**src/design/rdq_pkg.sv**
```systemverilog
`default_nettype none

package rdq_pkg;

  localparam int DEPTH_DEF = 16;

  localparam int MODE_W   = 3;
  localparam int DATA_W   = 32;
  localparam int SIZE_W   = 16;
  localparam int POS_W    = 16;
  localparam int STATUS_W = 3;
  localparam int FILL_W   = 5;

  // Operation codes
  localparam logic [MODE_W-1:0] M_INS_FIRST = 3'd0;
  localparam logic [MODE_W-1:0] M_INS_LAST  = 3'd1;
  localparam logic [MODE_W-1:0] M_INS_AT    = 3'd2;
  localparam logic [MODE_W-1:0] M_EXT_FIRST = 3'd3;
  localparam logic [MODE_W-1:0] M_EXT_LAST  = 3'd4;
  localparam logic [MODE_W-1:0] M_EXT_AT    = 3'd5;
  localparam logic [MODE_W-1:0] M_PEEK_AT   = 3'd6;
  localparam logic [MODE_W-1:0] M_CLEAR     = 3'd7;

  // Status codes
  localparam logic [STATUS_W-1:0] ST_OK    = 3'd0;
  localparam logic [STATUS_W-1:0] ST_FULL  = 3'd1;
  localparam logic [STATUS_W-1:0] ST_ZERO  = 3'd2;
  localparam logic [STATUS_W-1:0] ST_EMPTY = 3'd3;
  localparam logic [STATUS_W-1:0] ST_RANGE = 3'd4;

  typedef struct packed {
    logic [DATA_W-1:0] data;
    logic [SIZE_W-1:0] size;
  } slot_t;

endpackage

`default_nettype wire

```
**src/design/rdq_in_if.sv**
```systemverilog
`default_nettype none

interface rdq_in_if;
  logic                          valid;
  logic                          ready;
  logic [rdq_pkg::MODE_W-1:0]    mode;
  logic [rdq_pkg::DATA_W-1:0]    entry_data;
  logic [rdq_pkg::SIZE_W-1:0]    entry_size;
  logic [rdq_pkg::POS_W-1:0]     position;

  modport source (output valid, mode, entry_data, entry_size, position, input ready);
  modport sink   (input valid, mode, entry_data, entry_size, position, output ready);
endinterface

`default_nettype wire

```
**src/design/rdq_out_if.sv**
```systemverilog
`default_nettype none

interface rdq_out_if;
  logic                          valid;
  logic                          ready;
  logic [rdq_pkg::STATUS_W-1:0]  status;
  logic [rdq_pkg::DATA_W-1:0]    out_data;
  logic [rdq_pkg::SIZE_W-1:0]    out_size;
  logic [rdq_pkg::FILL_W-1:0]    fill_count;
  logic                          now_empty;
  logic                          now_full;

  modport source (output valid, status, out_data, out_size, fill_count, now_empty, now_full,
                  input ready);
  modport sink   (input valid, status, out_data, out_size, fill_count, now_empty, now_full,
                  output ready);
endinterface

`default_nettype wire

```
**src/design/rdq_addr.sv**
```systemverilog
`default_nettype none

// Ring address unit: (base + off) mod DEPTH, both operands below DEPTH.
module rdq_addr #(
  parameter int DEPTH = rdq_pkg::DEPTH_DEF
) (
  input  wire logic [$clog2(DEPTH)-1:0] base,
  input  wire logic [$clog2(DEPTH)-1:0] off,
  output logic      [$clog2(DEPTH)-1:0] sum
);
  import rdq_pkg::*;

  localparam int IW = $clog2(DEPTH);

  logic [IW:0] raw;

  always_comb begin
    raw = {1'b0, base} + {1'b0, off};
    // operands stay below DEPTH, so one subtract is enough
    if (raw >= (IW+1)'(DEPTH)) begin
      sum = IW'(raw - (IW+1)'(DEPTH));
    end else begin
      sum = IW'(raw);
    end
  end
endmodule

`default_nettype wire

```
**src/design/rdq_store.sv**
```systemverilog
`default_nettype none

// Slot memory: one write port, one read port with registered read data.
module rdq_store #(
  parameter int DEPTH = rdq_pkg::DEPTH_DEF
) (
  input  wire logic                     clk,
  input  wire logic                     we,
  input  wire logic [$clog2(DEPTH)-1:0] waddr,
  input  wire rdq_pkg::slot_t           wdata,
  input  wire logic                     re,
  input  wire logic [$clog2(DEPTH)-1:0] raddr,
  output rdq_pkg::slot_t                rdata
);
  import rdq_pkg::*;

  slot_t mem [DEPTH];

  always_ff @(posedge clk) begin
    if (we) begin
      mem[waddr] <= wdata;
    end
  end

  always_ff @(posedge clk) begin
    if (re) begin
      rdata <= mem[raddr];
    end
  end
endmodule

`default_nettype wire

```
**src/design/ring_deque_with_positional_insert.sv**
```systemverilog
// Ring deque with positional insert and extract.
// in_ch carries one operation per item (mode, entry_data, entry_size,
// position); out_ch returns exactly one result item per operation with the
// status, the extracted or peeked entry and the fill level afterwards.
// Both channels use valid/ready; an item moves when both are high.
// Clear, errors and end inserts go from the check state straight to done;
// end extracts and peek pass through the grab state; positional inserts
// and extracts pass through the shift state, which moves the entries
// after the position. The slot memory's single write port moves one entry
// per cycle, with the ring address adder shared by every ring address
// and pointer update.
// One operation is in flight at a time: in_ch.ready is high only while
// the sequencer is idle, so no new item is taken until the last one is done.
// The result sits in an output register; the next item is accepted while
// it waits, and that item's result holds in the done state until out_ch
// frees the register. Reset (rst_n low, synchronous) empties the deque and
// drops any pending result; slot contents are not cleared and need not be.
`default_nettype none

module ring_deque_with_positional_insert #(
  parameter int DEPTH = rdq_pkg::DEPTH_DEF
) (
  input  wire logic  clk,
  input  wire logic  rst_n,
  rdq_in_if.sink     in_ch,
  rdq_out_if.source  out_ch
);
  import rdq_pkg::*;

  localparam int IW = $clog2(DEPTH);
  localparam int CW = $clog2(DEPTH + 1);

  // sequencer states
  localparam logic [2:0] S_IDLE  = 3'd0;
  localparam logic [2:0] S_CHECK = 3'd1;
  localparam logic [2:0] S_GRAB  = 3'd2;
  localparam logic [2:0] S_SHIFT = 3'd3;
  localparam logic [2:0] S_DONE  = 3'd4;

  logic [2:0]          state_r, state_nxt;

  // latched item
  logic [MODE_W-1:0]   mode_r;
  logic [DATA_W-1:0]   data_r;
  logic [SIZE_W-1:0]   size_r;
  logic [POS_W-1:0]    pos_r;

  // deque state
  logic [IW-1:0]       front_r, front_nxt;
  logic [IW-1:0]       back_r, back_nxt;
  logic [CW-1:0]       count_r, count_nxt;

  // shift engine
  logic [IW-1:0]       dst_r, dst_nxt;
  logic [IW-1:0]       src_r, src_nxt;
  logic [IW-1:0]       lj_r, lj_nxt;
  logic [CW-1:0]       rem_r, rem_nxt;
  logic                rd_pend_r, rd_pend_nxt;

  // result being built
  logic [STATUS_W-1:0] status_r, status_nxt;
  slot_t               od_r, od_nxt;

  // output register
  logic                out_valid_r;
  logic [STATUS_W-1:0] res_status_r;
  slot_t               res_slot_r;
  logic [FILL_W-1:0]   res_fill_r;
  logic                res_empty_r;
  logic                res_full_r;
  logic                res_load;

  // shared address unit and memory ports
  logic [IW-1:0]       au_base, au_off, au_sum;
  logic                mem_we, mem_re;
  logic [IW-1:0]       mem_waddr, mem_raddr;
  slot_t               mem_wdata, mem_rdata;

  // decode helpers
  logic                is_ins, is_full, pos_past, front_ins, append;

  rdq_addr #(.DEPTH(DEPTH)) u_addr (
    .base (au_base),
    .off  (au_off),
    .sum  (au_sum)
  );

  rdq_store #(.DEPTH(DEPTH)) u_store (
    .clk   (clk),
    .we    (mem_we),
    .waddr (mem_waddr),
    .wdata (mem_wdata),
    .re    (mem_re),
    .raddr (mem_raddr),
    .rdata (mem_rdata)
  );

  assign in_ch.ready = (state_r == S_IDLE);

  always_comb begin
    is_ins    = mode_r inside {M_INS_FIRST, M_INS_LAST, M_INS_AT};
    is_full   = (count_r == CW'(DEPTH));
    pos_past  = (pos_r >= POS_W'(count_r));
    front_ins = (mode_r == M_INS_FIRST) ||
                ((mode_r == M_INS_AT) && (pos_r == '0) && (count_r != '0));
    append    = (mode_r == M_INS_LAST) || pos_past;
  end

  always_comb begin
    state_nxt   = state_r;
    front_nxt   = front_r;
    back_nxt    = back_r;
    count_nxt   = count_r;
    dst_nxt     = dst_r;
    src_nxt     = src_r;
    lj_nxt      = lj_r;
    rem_nxt     = rem_r;
    rd_pend_nxt = rd_pend_r;
    status_nxt  = status_r;
    od_nxt      = od_r;
    au_base     = front_r;
    au_off      = '0;
    mem_we      = 1'b0;
    mem_waddr   = dst_r;
    mem_wdata   = mem_rdata;
    mem_re      = 1'b0;
    mem_raddr   = au_sum;
    res_load    = 1'b0;

    case (state_r)
      S_IDLE: begin
        if (in_ch.valid) begin
          status_nxt = ST_OK;
          od_nxt     = '0;
          state_nxt  = S_CHECK;
        end
      end

      S_CHECK: begin
        if (is_ins) begin
          if (size_r == '0) begin
            status_nxt = ST_ZERO;
            state_nxt  = S_DONE;
          end else if (is_full) begin
            status_nxt = ST_FULL;
            state_nxt  = S_DONE;
          end else if (front_ins) begin
            // step front back one slot and drop the entry there
            au_base   = front_r;
            au_off    = IW'(DEPTH - 1);
            mem_we    = 1'b1;
            mem_waddr = au_sum;
            mem_wdata = '{data: data_r, size: size_r};
            front_nxt = au_sum;
            count_nxt = count_r + 1'b1;
            state_nxt = S_DONE;
          end else if (append) begin
            au_base   = back_r;
            au_off    = IW'(1);
            mem_we    = 1'b1;
            mem_waddr = back_r;
            mem_wdata = '{data: data_r, size: size_r};
            back_nxt  = au_sum;
            count_nxt = count_r + 1'b1;
            state_nxt = S_DONE;
          end else begin
            // open a hole at pos: move entries count-1 .. pos up one slot
            au_base     = front_r;
            au_off      = IW'(count_r);
            dst_nxt     = au_sum;
            lj_nxt      = IW'(count_r - 1'b1);
            rem_nxt     = count_r - CW'(pos_r);
            rd_pend_nxt = 1'b0;
            state_nxt   = S_SHIFT;
          end
        end else if (mode_r == M_CLEAR) begin
          front_nxt = '0;
          back_nxt  = '0;
          count_nxt = '0;
          state_nxt = S_DONE;
        end else if (count_r == '0) begin
          status_nxt = ST_EMPTY;
          state_nxt  = S_DONE;
        end else if (mode_r == M_EXT_FIRST) begin
          au_base   = front_r;
          au_off    = IW'(1);
          mem_re    = 1'b1;
          mem_raddr = front_r;
          front_nxt = au_sum;
          count_nxt = count_r - 1'b1;
          state_nxt = S_GRAB;
        end else if (mode_r == M_EXT_LAST) begin
          au_base   = back_r;
          au_off    = IW'(DEPTH - 1);
          mem_re    = 1'b1;
          mem_raddr = au_sum;
          back_nxt  = au_sum;
          count_nxt = count_r - 1'b1;
          state_nxt = S_GRAB;
        end else if (pos_past) begin
          status_nxt = ST_RANGE;
          state_nxt  = S_DONE;
        end else begin
          // peek or extract at pos: read the entry first
          au_base   = front_r;
          au_off    = IW'(pos_r);
          mem_re    = 1'b1;
          mem_raddr = au_sum;
          dst_nxt   = au_sum;
          lj_nxt    = IW'(pos_r + 1'b1);
          rem_nxt   = count_r - CW'(pos_r) - 1'b1;
          state_nxt = S_GRAB;
        end
      end

      S_GRAB: begin
        od_nxt = mem_rdata;
        if (mode_r == M_EXT_AT) begin
          rd_pend_nxt = 1'b0;
          state_nxt   = S_SHIFT;
        end else begin
          state_nxt = S_DONE;
        end
      end

      S_SHIFT: begin
        // write the entry read last cycle into the slot it moves to
        if (rd_pend_r) begin
          mem_we    = 1'b1;
          mem_waddr = dst_r;
          mem_wdata = mem_rdata;
          dst_nxt   = src_r;
        end
        if (rem_r != '0) begin
          au_base     = front_r;
          au_off      = lj_r;
          mem_re      = 1'b1;
          mem_raddr   = au_sum;
          src_nxt     = au_sum;
          lj_nxt      = is_ins ? (lj_r - 1'b1) : (lj_r + 1'b1);
          rem_nxt     = rem_r - 1'b1;
          rd_pend_nxt = 1'b1;
        end else if (rd_pend_r) begin
          rd_pend_nxt = 1'b0;
        end else if (is_ins) begin
          // fill the hole and advance the back
          mem_we    = 1'b1;
          mem_waddr = dst_r;
          mem_wdata = '{data: data_r, size: size_r};
          au_base   = back_r;
          au_off    = IW'(1);
          back_nxt  = au_sum;
          count_nxt = count_r + 1'b1;
          state_nxt = S_DONE;
        end else begin
          au_base   = back_r;
          au_off    = IW'(DEPTH - 1);
          back_nxt  = au_sum;
          count_nxt = count_r - 1'b1;
          state_nxt = S_DONE;
        end
      end

      S_DONE: begin
        // hold until the output register is free
        if (!out_valid_r || out_ch.ready) begin
          res_load  = 1'b1;
          state_nxt = S_IDLE;
        end
      end

      default: begin
        state_nxt = S_IDLE;
      end
    endcase
  end

  always_ff @(posedge clk) begin
    if (!rst_n) begin
      state_r   <= S_IDLE;
      front_r   <= '0;
      back_r    <= '0;
      count_r   <= '0;
      rd_pend_r <= 1'b0;
    end else begin
      state_r   <= state_nxt;
      front_r   <= front_nxt;
      back_r    <= back_nxt;
      count_r   <= count_nxt;
      rd_pend_r <= rd_pend_nxt;
    end
  end

  // payload and working registers
  always_ff @(posedge clk) begin
    if (in_ch.valid && in_ch.ready) begin
      mode_r <= in_ch.mode;
      data_r <= in_ch.entry_data;
      size_r <= in_ch.entry_size;
      pos_r  <= in_ch.position;
    end
    dst_r    <= dst_nxt;
    src_r    <= src_nxt;
    lj_r     <= lj_nxt;
    rem_r    <= rem_nxt;
    status_r <= status_nxt;
    od_r     <= od_nxt;
  end

  always_ff @(posedge clk) begin
    if (!rst_n) begin
      out_valid_r <= 1'b0;
    end else if (res_load) begin
      out_valid_r <= 1'b1;
    end else if (out_ch.ready) begin
      out_valid_r <= 1'b0;
    end
  end

  always_ff @(posedge clk) begin
    if (res_load) begin
      res_status_r <= status_r;
      res_slot_r   <= od_r;
      res_fill_r   <= FILL_W'(count_r);
      res_empty_r  <= (count_r == '0);
      res_full_r   <= is_full;
    end
  end

  assign out_ch.valid      = out_valid_r;
  assign out_ch.status     = res_status_r;
  assign out_ch.out_data   = res_slot_r.data;
  assign out_ch.out_size   = res_slot_r.size;
  assign out_ch.fill_count = res_fill_r;
  assign out_ch.now_empty  = res_empty_r;
  assign out_ch.now_full   = res_full_r;

endmodule

`default_nettype wire

```
**src/flat_wrapper.sv**
```systemverilog
// flat-port wrapper written by rule: the top's interface ports become plain ports
module ring_deque_with_positional_insert_flat import rdq_pkg::*;
#(
  parameter int DEPTH = rdq_pkg::DEPTH_DEF
)
  (clk, rst_n, in_ch_valid, in_ch_mode, in_ch_entry_data, in_ch_entry_size, in_ch_position, in_ch_ready, out_ch_valid, out_ch_status, out_ch_out_data, out_ch_out_size, out_ch_fill_count, out_ch_now_empty, out_ch_now_full, out_ch_ready);
  rdq_in_if in_ch_i ();
  rdq_out_if out_ch_i ();
  input  wire logic clk;
  input  wire logic rst_n;
  input wire logic [$bits(in_ch_i.valid)-1:0] in_ch_valid;
  input wire logic [$bits(in_ch_i.mode)-1:0] in_ch_mode;
  input wire logic [$bits(in_ch_i.entry_data)-1:0] in_ch_entry_data;
  input wire logic [$bits(in_ch_i.entry_size)-1:0] in_ch_entry_size;
  input wire logic [$bits(in_ch_i.position)-1:0] in_ch_position;
  output wire logic [$bits(in_ch_i.ready)-1:0] in_ch_ready;
  output wire logic [$bits(out_ch_i.valid)-1:0] out_ch_valid;
  output wire logic [$bits(out_ch_i.status)-1:0] out_ch_status;
  output wire logic [$bits(out_ch_i.out_data)-1:0] out_ch_out_data;
  output wire logic [$bits(out_ch_i.out_size)-1:0] out_ch_out_size;
  output wire logic [$bits(out_ch_i.fill_count)-1:0] out_ch_fill_count;
  output wire logic [$bits(out_ch_i.now_empty)-1:0] out_ch_now_empty;
  output wire logic [$bits(out_ch_i.now_full)-1:0] out_ch_now_full;
  input wire logic [$bits(out_ch_i.ready)-1:0] out_ch_ready;
  assign in_ch_i.valid = in_ch_valid;
  assign in_ch_i.mode = in_ch_mode;
  assign in_ch_i.entry_data = in_ch_entry_data;
  assign in_ch_i.entry_size = in_ch_entry_size;
  assign in_ch_i.position = in_ch_position;
  assign in_ch_ready = in_ch_i.ready;
  assign out_ch_valid = out_ch_i.valid;
  assign out_ch_status = out_ch_i.status;
  assign out_ch_out_data = out_ch_i.out_data;
  assign out_ch_out_size = out_ch_i.out_size;
  assign out_ch_fill_count = out_ch_i.fill_count;
  assign out_ch_now_empty = out_ch_i.now_empty;
  assign out_ch_now_full = out_ch_i.now_full;
  assign out_ch_i.ready = out_ch_ready;
  ring_deque_with_positional_insert #(.DEPTH(DEPTH)) u_core (.clk(clk), .rst_n(rst_n), .in_ch(in_ch_i), .out_ch(out_ch_i));
endmodule
```
**config.mk**
```make
export PLATFORM = sky130hd
export DESIGN_NAME = ring_deque_with_positional_insert_flat
export DESIGN_NICKNAME = d
export VERILOG_FILES = /design/src/design/rdq_pkg.sv /design/src/design/rdq_in_if.sv /design/src/design/rdq_out_if.sv /design/src/design/rdq_addr.sv /design/src/design/rdq_store.sv /design/src/design/ring_deque_with_positional_insert.sv /design/src/flat_wrapper.sv
export SDC_FILE = /design/constraint.sdc
export NUM_CORES = 1
export LEC_CHECK = 0
export BUFFER_PORTS_ARGS = -buffer_cell sky130_fd_sc_hd__buf_2
export CORE_MARGIN = 2
export CORE_UTILIZATION = 45
export CTS_BUF_LIST = sky130_fd_sc_hd__clkbuf_16
export CTS_CLUSTER_DIAMETER = 100
export DETAILED_ROUTE_END_ITERATION = 12
export PLACE_DENSITY = 0.71
export SETUP_SLACK_MARGIN = 0.02
export SYNTH_ARGS = -nofsm -noshare
export SYNTH_HDL_FRONTEND = slang
export SYNTH_SLANG_ARGS = --single-unit
```
**constraint.sdc**
```tcl
create_clock -name clk -period 22.4 [get_ports clk]
set_input_delay 1.12 -clock clk [delete_from_list [all_inputs] [get_ports clk]]
set_output_delay 1.12 -clock clk [all_outputs]
set_load 0.05 [all_outputs]
```
==> results.json <==
{
  "synth_area_leaders": "edfxtp_1 (74%), mux4_2 (11%), o221ai_1 (2.1%), o22ai_1 (1.6%), mux2i_1 (1.3%)",
  "postCtsSetupBuffers": 0,
  "power.total_mw": 4.24,
  "synthFlopType": "edfxtp_1",
  "clkSinkCount": 1027,
  "synth_area_per_cell_um2": 18.6,
  "arrival_ns": 7.61,
  "grt_pass1_wl_mm": 148,
  "area_growth_pct": 13.7,
  "grt_max_degree": 191,
  "drt-total-wl_mm": 100,
  "worst_slew_pin_slew_ns": 1.30,
  "routedWlPerCell_um": 27.8,
  "utilization_pct": 51.7,
  "start_util_pct": 45.5,
  "cts_root_buf": "clkbuf_16",
  "die_x_um": 306,
  "r2r-start": "u_core.state_r[0]",
  "syn-num-nets": 2302,
  "clk_latency_ns": 0.67,
  "core_region_area_mm2": 0.0903,
  "placementRows": 110,
  "fp.dieH_um": 306,
  "finalSetupViolations": 0,
  "vias": 22500,
  "critical_path.max_fanout": 31,
  "synthArstFlopShare_pct": 0,
  "overflow": 0,
  "drv_cap": 0,
  "avgViaCountPerCell": 6.24,
  "ys_ff_latch": 1027,
  "peakVddDrop_mv": 0.0607,
  "rsz0062_at_grt": "false",
  "cts_hold_buf": 0,
  "h-tree-depth": 3,
  "final_cell_mix": "edfxtp_1 (1009), mux4_2 (192), nand2_1 (138)",
  "p_sw_mw": 0.940,
  "endpoint_kind": "flip-flop",
  "drc": 0,
  "synthCells": 2208,
  "final_cells": 3613,
  "seqCellArea_mm2": 0.0307,
  "seqPwrFrac_pct": 51.9,
  "num_antenna_cells": 0,
  "ys_types": 75,
  "fillers": 6952,
  "slew_violations": 0,
  "grtUsageTotal_pct": 21.3,
  "crit_path_frequent_cell": "nand2_1",
  "cpLargestDelayFamily": "simple AND/OR/NAND/NOR gates",
  "antenna_found_initial": 1,
  "slowest_stage": "nor2b_4",
  "cts_tree": "yes",
  "fin_setup_tns_ns": 0,
  "grt_pass1_vias": 23100,
  "drt_iter0_drc": 2640,
  "startpoint_type": "flip-flop",
  "final_common_cell": "edfxtp_1",
  "drive_above_1_share_pct": 23.1,
  "p_int_mw": 3.30,
  "p_per_area_mw_per_mm2": 90.7,
  "dp_slack_ns": 15.10,
  "ant_nets": 0,
  "leakagePower_nw": 15.6,
  "layout_setup_ws_ns": 15.09,
  "crit_type": "flip-flop to flip-flop",
  "synth_top_area_share_pct": 73.7,
  "dp.cells": 3427,
  "status": "finished clean",
  "max_freq_ghz": 0.137,
  "path_clk_slew_ns": 0.06,
  "synth_edf_count": 1009,
  "min_from": "u_core.od_r[33]",
  "hold_slack_ns": 0.413,
  "clockBufferDepth": 3,
  "place_hpwl_mm": 50.6,
  "worstPathCellList": "nor2b_4 > nand2_1 > nor2_1 > nand3_1 > o32ai_2 > mux2_2 > ha_1 > fa_1 > xnor2_1 > nand2_1 > o31ai_1 > nand2_1 > a221o_1 > or3_1 > a21oi_4 > buf_4",
  "hp-class": "flip-flop to flip-flop",
  "cts_buffers": 100,
  "period_share_pct": 32.6,
  "gp_congestion": 0.910,
  "worstPathRequired_ns": 22.69,
  "switching_share_pct": 22.2,
  "drt_pass1_iterations": 7,
  "pwr-share-comb_pct": 7.0,
  "slew_headroom_pct": 13.5,
  "fin_nets": 2447,
  "finalHoldViolCount": 0,
  "yosysTopAreaCell": "edfxtp_1",
  "syn_area_mm2": 0.0411,
  "worst-path-buf-inv": 1,
  "multi_input_area_mm2": 0.0101,
  "ys_seq_area_share_pct": 74.6,
  "numPortBuffers": 130,
  "p_clk_share_pct": 41.0,
  "critical-path-max-stage-delay_ns": 0.92,
  "skew_ns": 0.0386,
  "yosysWarnings": 0,
  "post_dp_cell_area_mm2": 0.0433,
  "cts_resized": 0,
  "pin_count": 131,
  "die-area_mm2": 0.0937,
  "startpoint": "u_core.state_r[0]",
  "period_needed_ns": 7.31,
  "fin_area_mm2": 0.0467
}
final cells by class:
type                            instances  share of cell area [%]
Sequential cell                      1027                    65.6
Multi-Input combinational cell       1033                    21.6
Clock buffer                          101                    5.41
Tap cell                             1176                    3.15
Timing Repair Buffer                  168                    2.06
Clock inverter                         85                    1.96
Inverter                               23                   0.188
power groups by stage:
stage	Sequential (mW)	Clock, mW	Combinational, mW
2_1_floorplan	2.24	0	0.188
3_3_place_gp	2.24	0	0.288
3_5_place_dp	2.24	0	0.296
4_1_cts	2.20	1.76	0.297
5_1_grt	2.20	1.84	0.318
6_report	2.20	1.74	0.298
synthesized netlist by cell type, drive strengths merged (5+ instances only):
| library cell | instances |
|---|---|
| edfxtp | 1009 |
| mux4 | 192 |
| nand2 | 141 |
| o22ai | 102 |
| nor2 | 99 |
| o221ai | 97 |
| buf | 64 |
| clkbuf | 61 |
| and2 | 53 |
| mux2i | 53 |
| o21ai | 53 |
| a21oi | 50 |
| inv | 23 |
| mux2 | 22 |
| ha | 20 |
| dfxtp | 18 |
| nand3 | 15 |
| xnor2 | 13 |
| nor3 | 12 |
| nand2b | 11 |
| nor4 | 7 |
| a31oi | 6 |
| a21boi | 5 |
| nor2b | 5 |
| o211ai | 5 |
| o21a | 5 |
| xor2 | 5 |
layer usage:
| layer | global-route usage, % | vias to the layer above | routed length [um] |
|---|---|---|---|
| li1 | - | 9390 | - |
| met1 | 29.1 | 11700 | 39400 |
| met2 | 34.9 | 1277 | 48900 |
| met3 | 3.74 | 196 | 9270 |
| met4 | 7.42 | 0 | 2830 |
| met5 | 0 | - | 0 |
worst register-to-register path: stages, from the launching register on:
cell	delay, ns
dfxtp_1	0.48
nor2b_4	0.92
nand2_1	0.34
nor2_1	0.34
nand3_1	0.33
o32ai_2	0.54
mux2_2	0.40
ha_1	0.24
fa_1	0.45
xnor2_1	0.44
nand2_1	0.10
o31ai_1	0.11
nand2_1	0.15
a221o_1	0.36
or3_1	0.38
a21oi_4	0.70
buf_4	0.67
state kept, by name (all words and copies together), names as in the netlist, 5 cells and up:
name	count
u_core.out_ch.out_size	16
u_core.rem_r	5
u_core.od_r	48
u_core.out_ch.fill_count	5
u_core.out_ch.out_data	32
u_core.u_store.rdata	48
u_core.u_store.mem	768
u_core.pos_r	16
u_core.count_r	5
u_core.data_r	32
u_core.size_r	16
logic make-up (layout without fill, tap and decap cells):
group / after synthesis / count (layout) / share of synthesized area (%)
xor+xnor: 18 / 18 / 0.384
buf+inv: 148 / 377 / 1.58
compound gates: 359 / 359 / 6.07
simple gates: 366 / 366 / 4.18
flops: 1027 / 1027 / 74.6
fa+ha+maj: 23 / 23 / 0.755
mux: 267 / 267 / 12.4
final timing paths:
kind              slack [ns]  cells past startpoint                         end
setup / recovery       15.09                     16   u_core.u_store.mem[9][14]
hold / removal          0.41                      0  u_core.out_ch.out_data[17]
setup reg to reg       15.09                     16   u_core.u_store.mem[9][14]
hold reg to reg         0.41                      0  u_core.out_ch.out_data[17]
No activity file was read; power rests on OpenSTA's default activity.
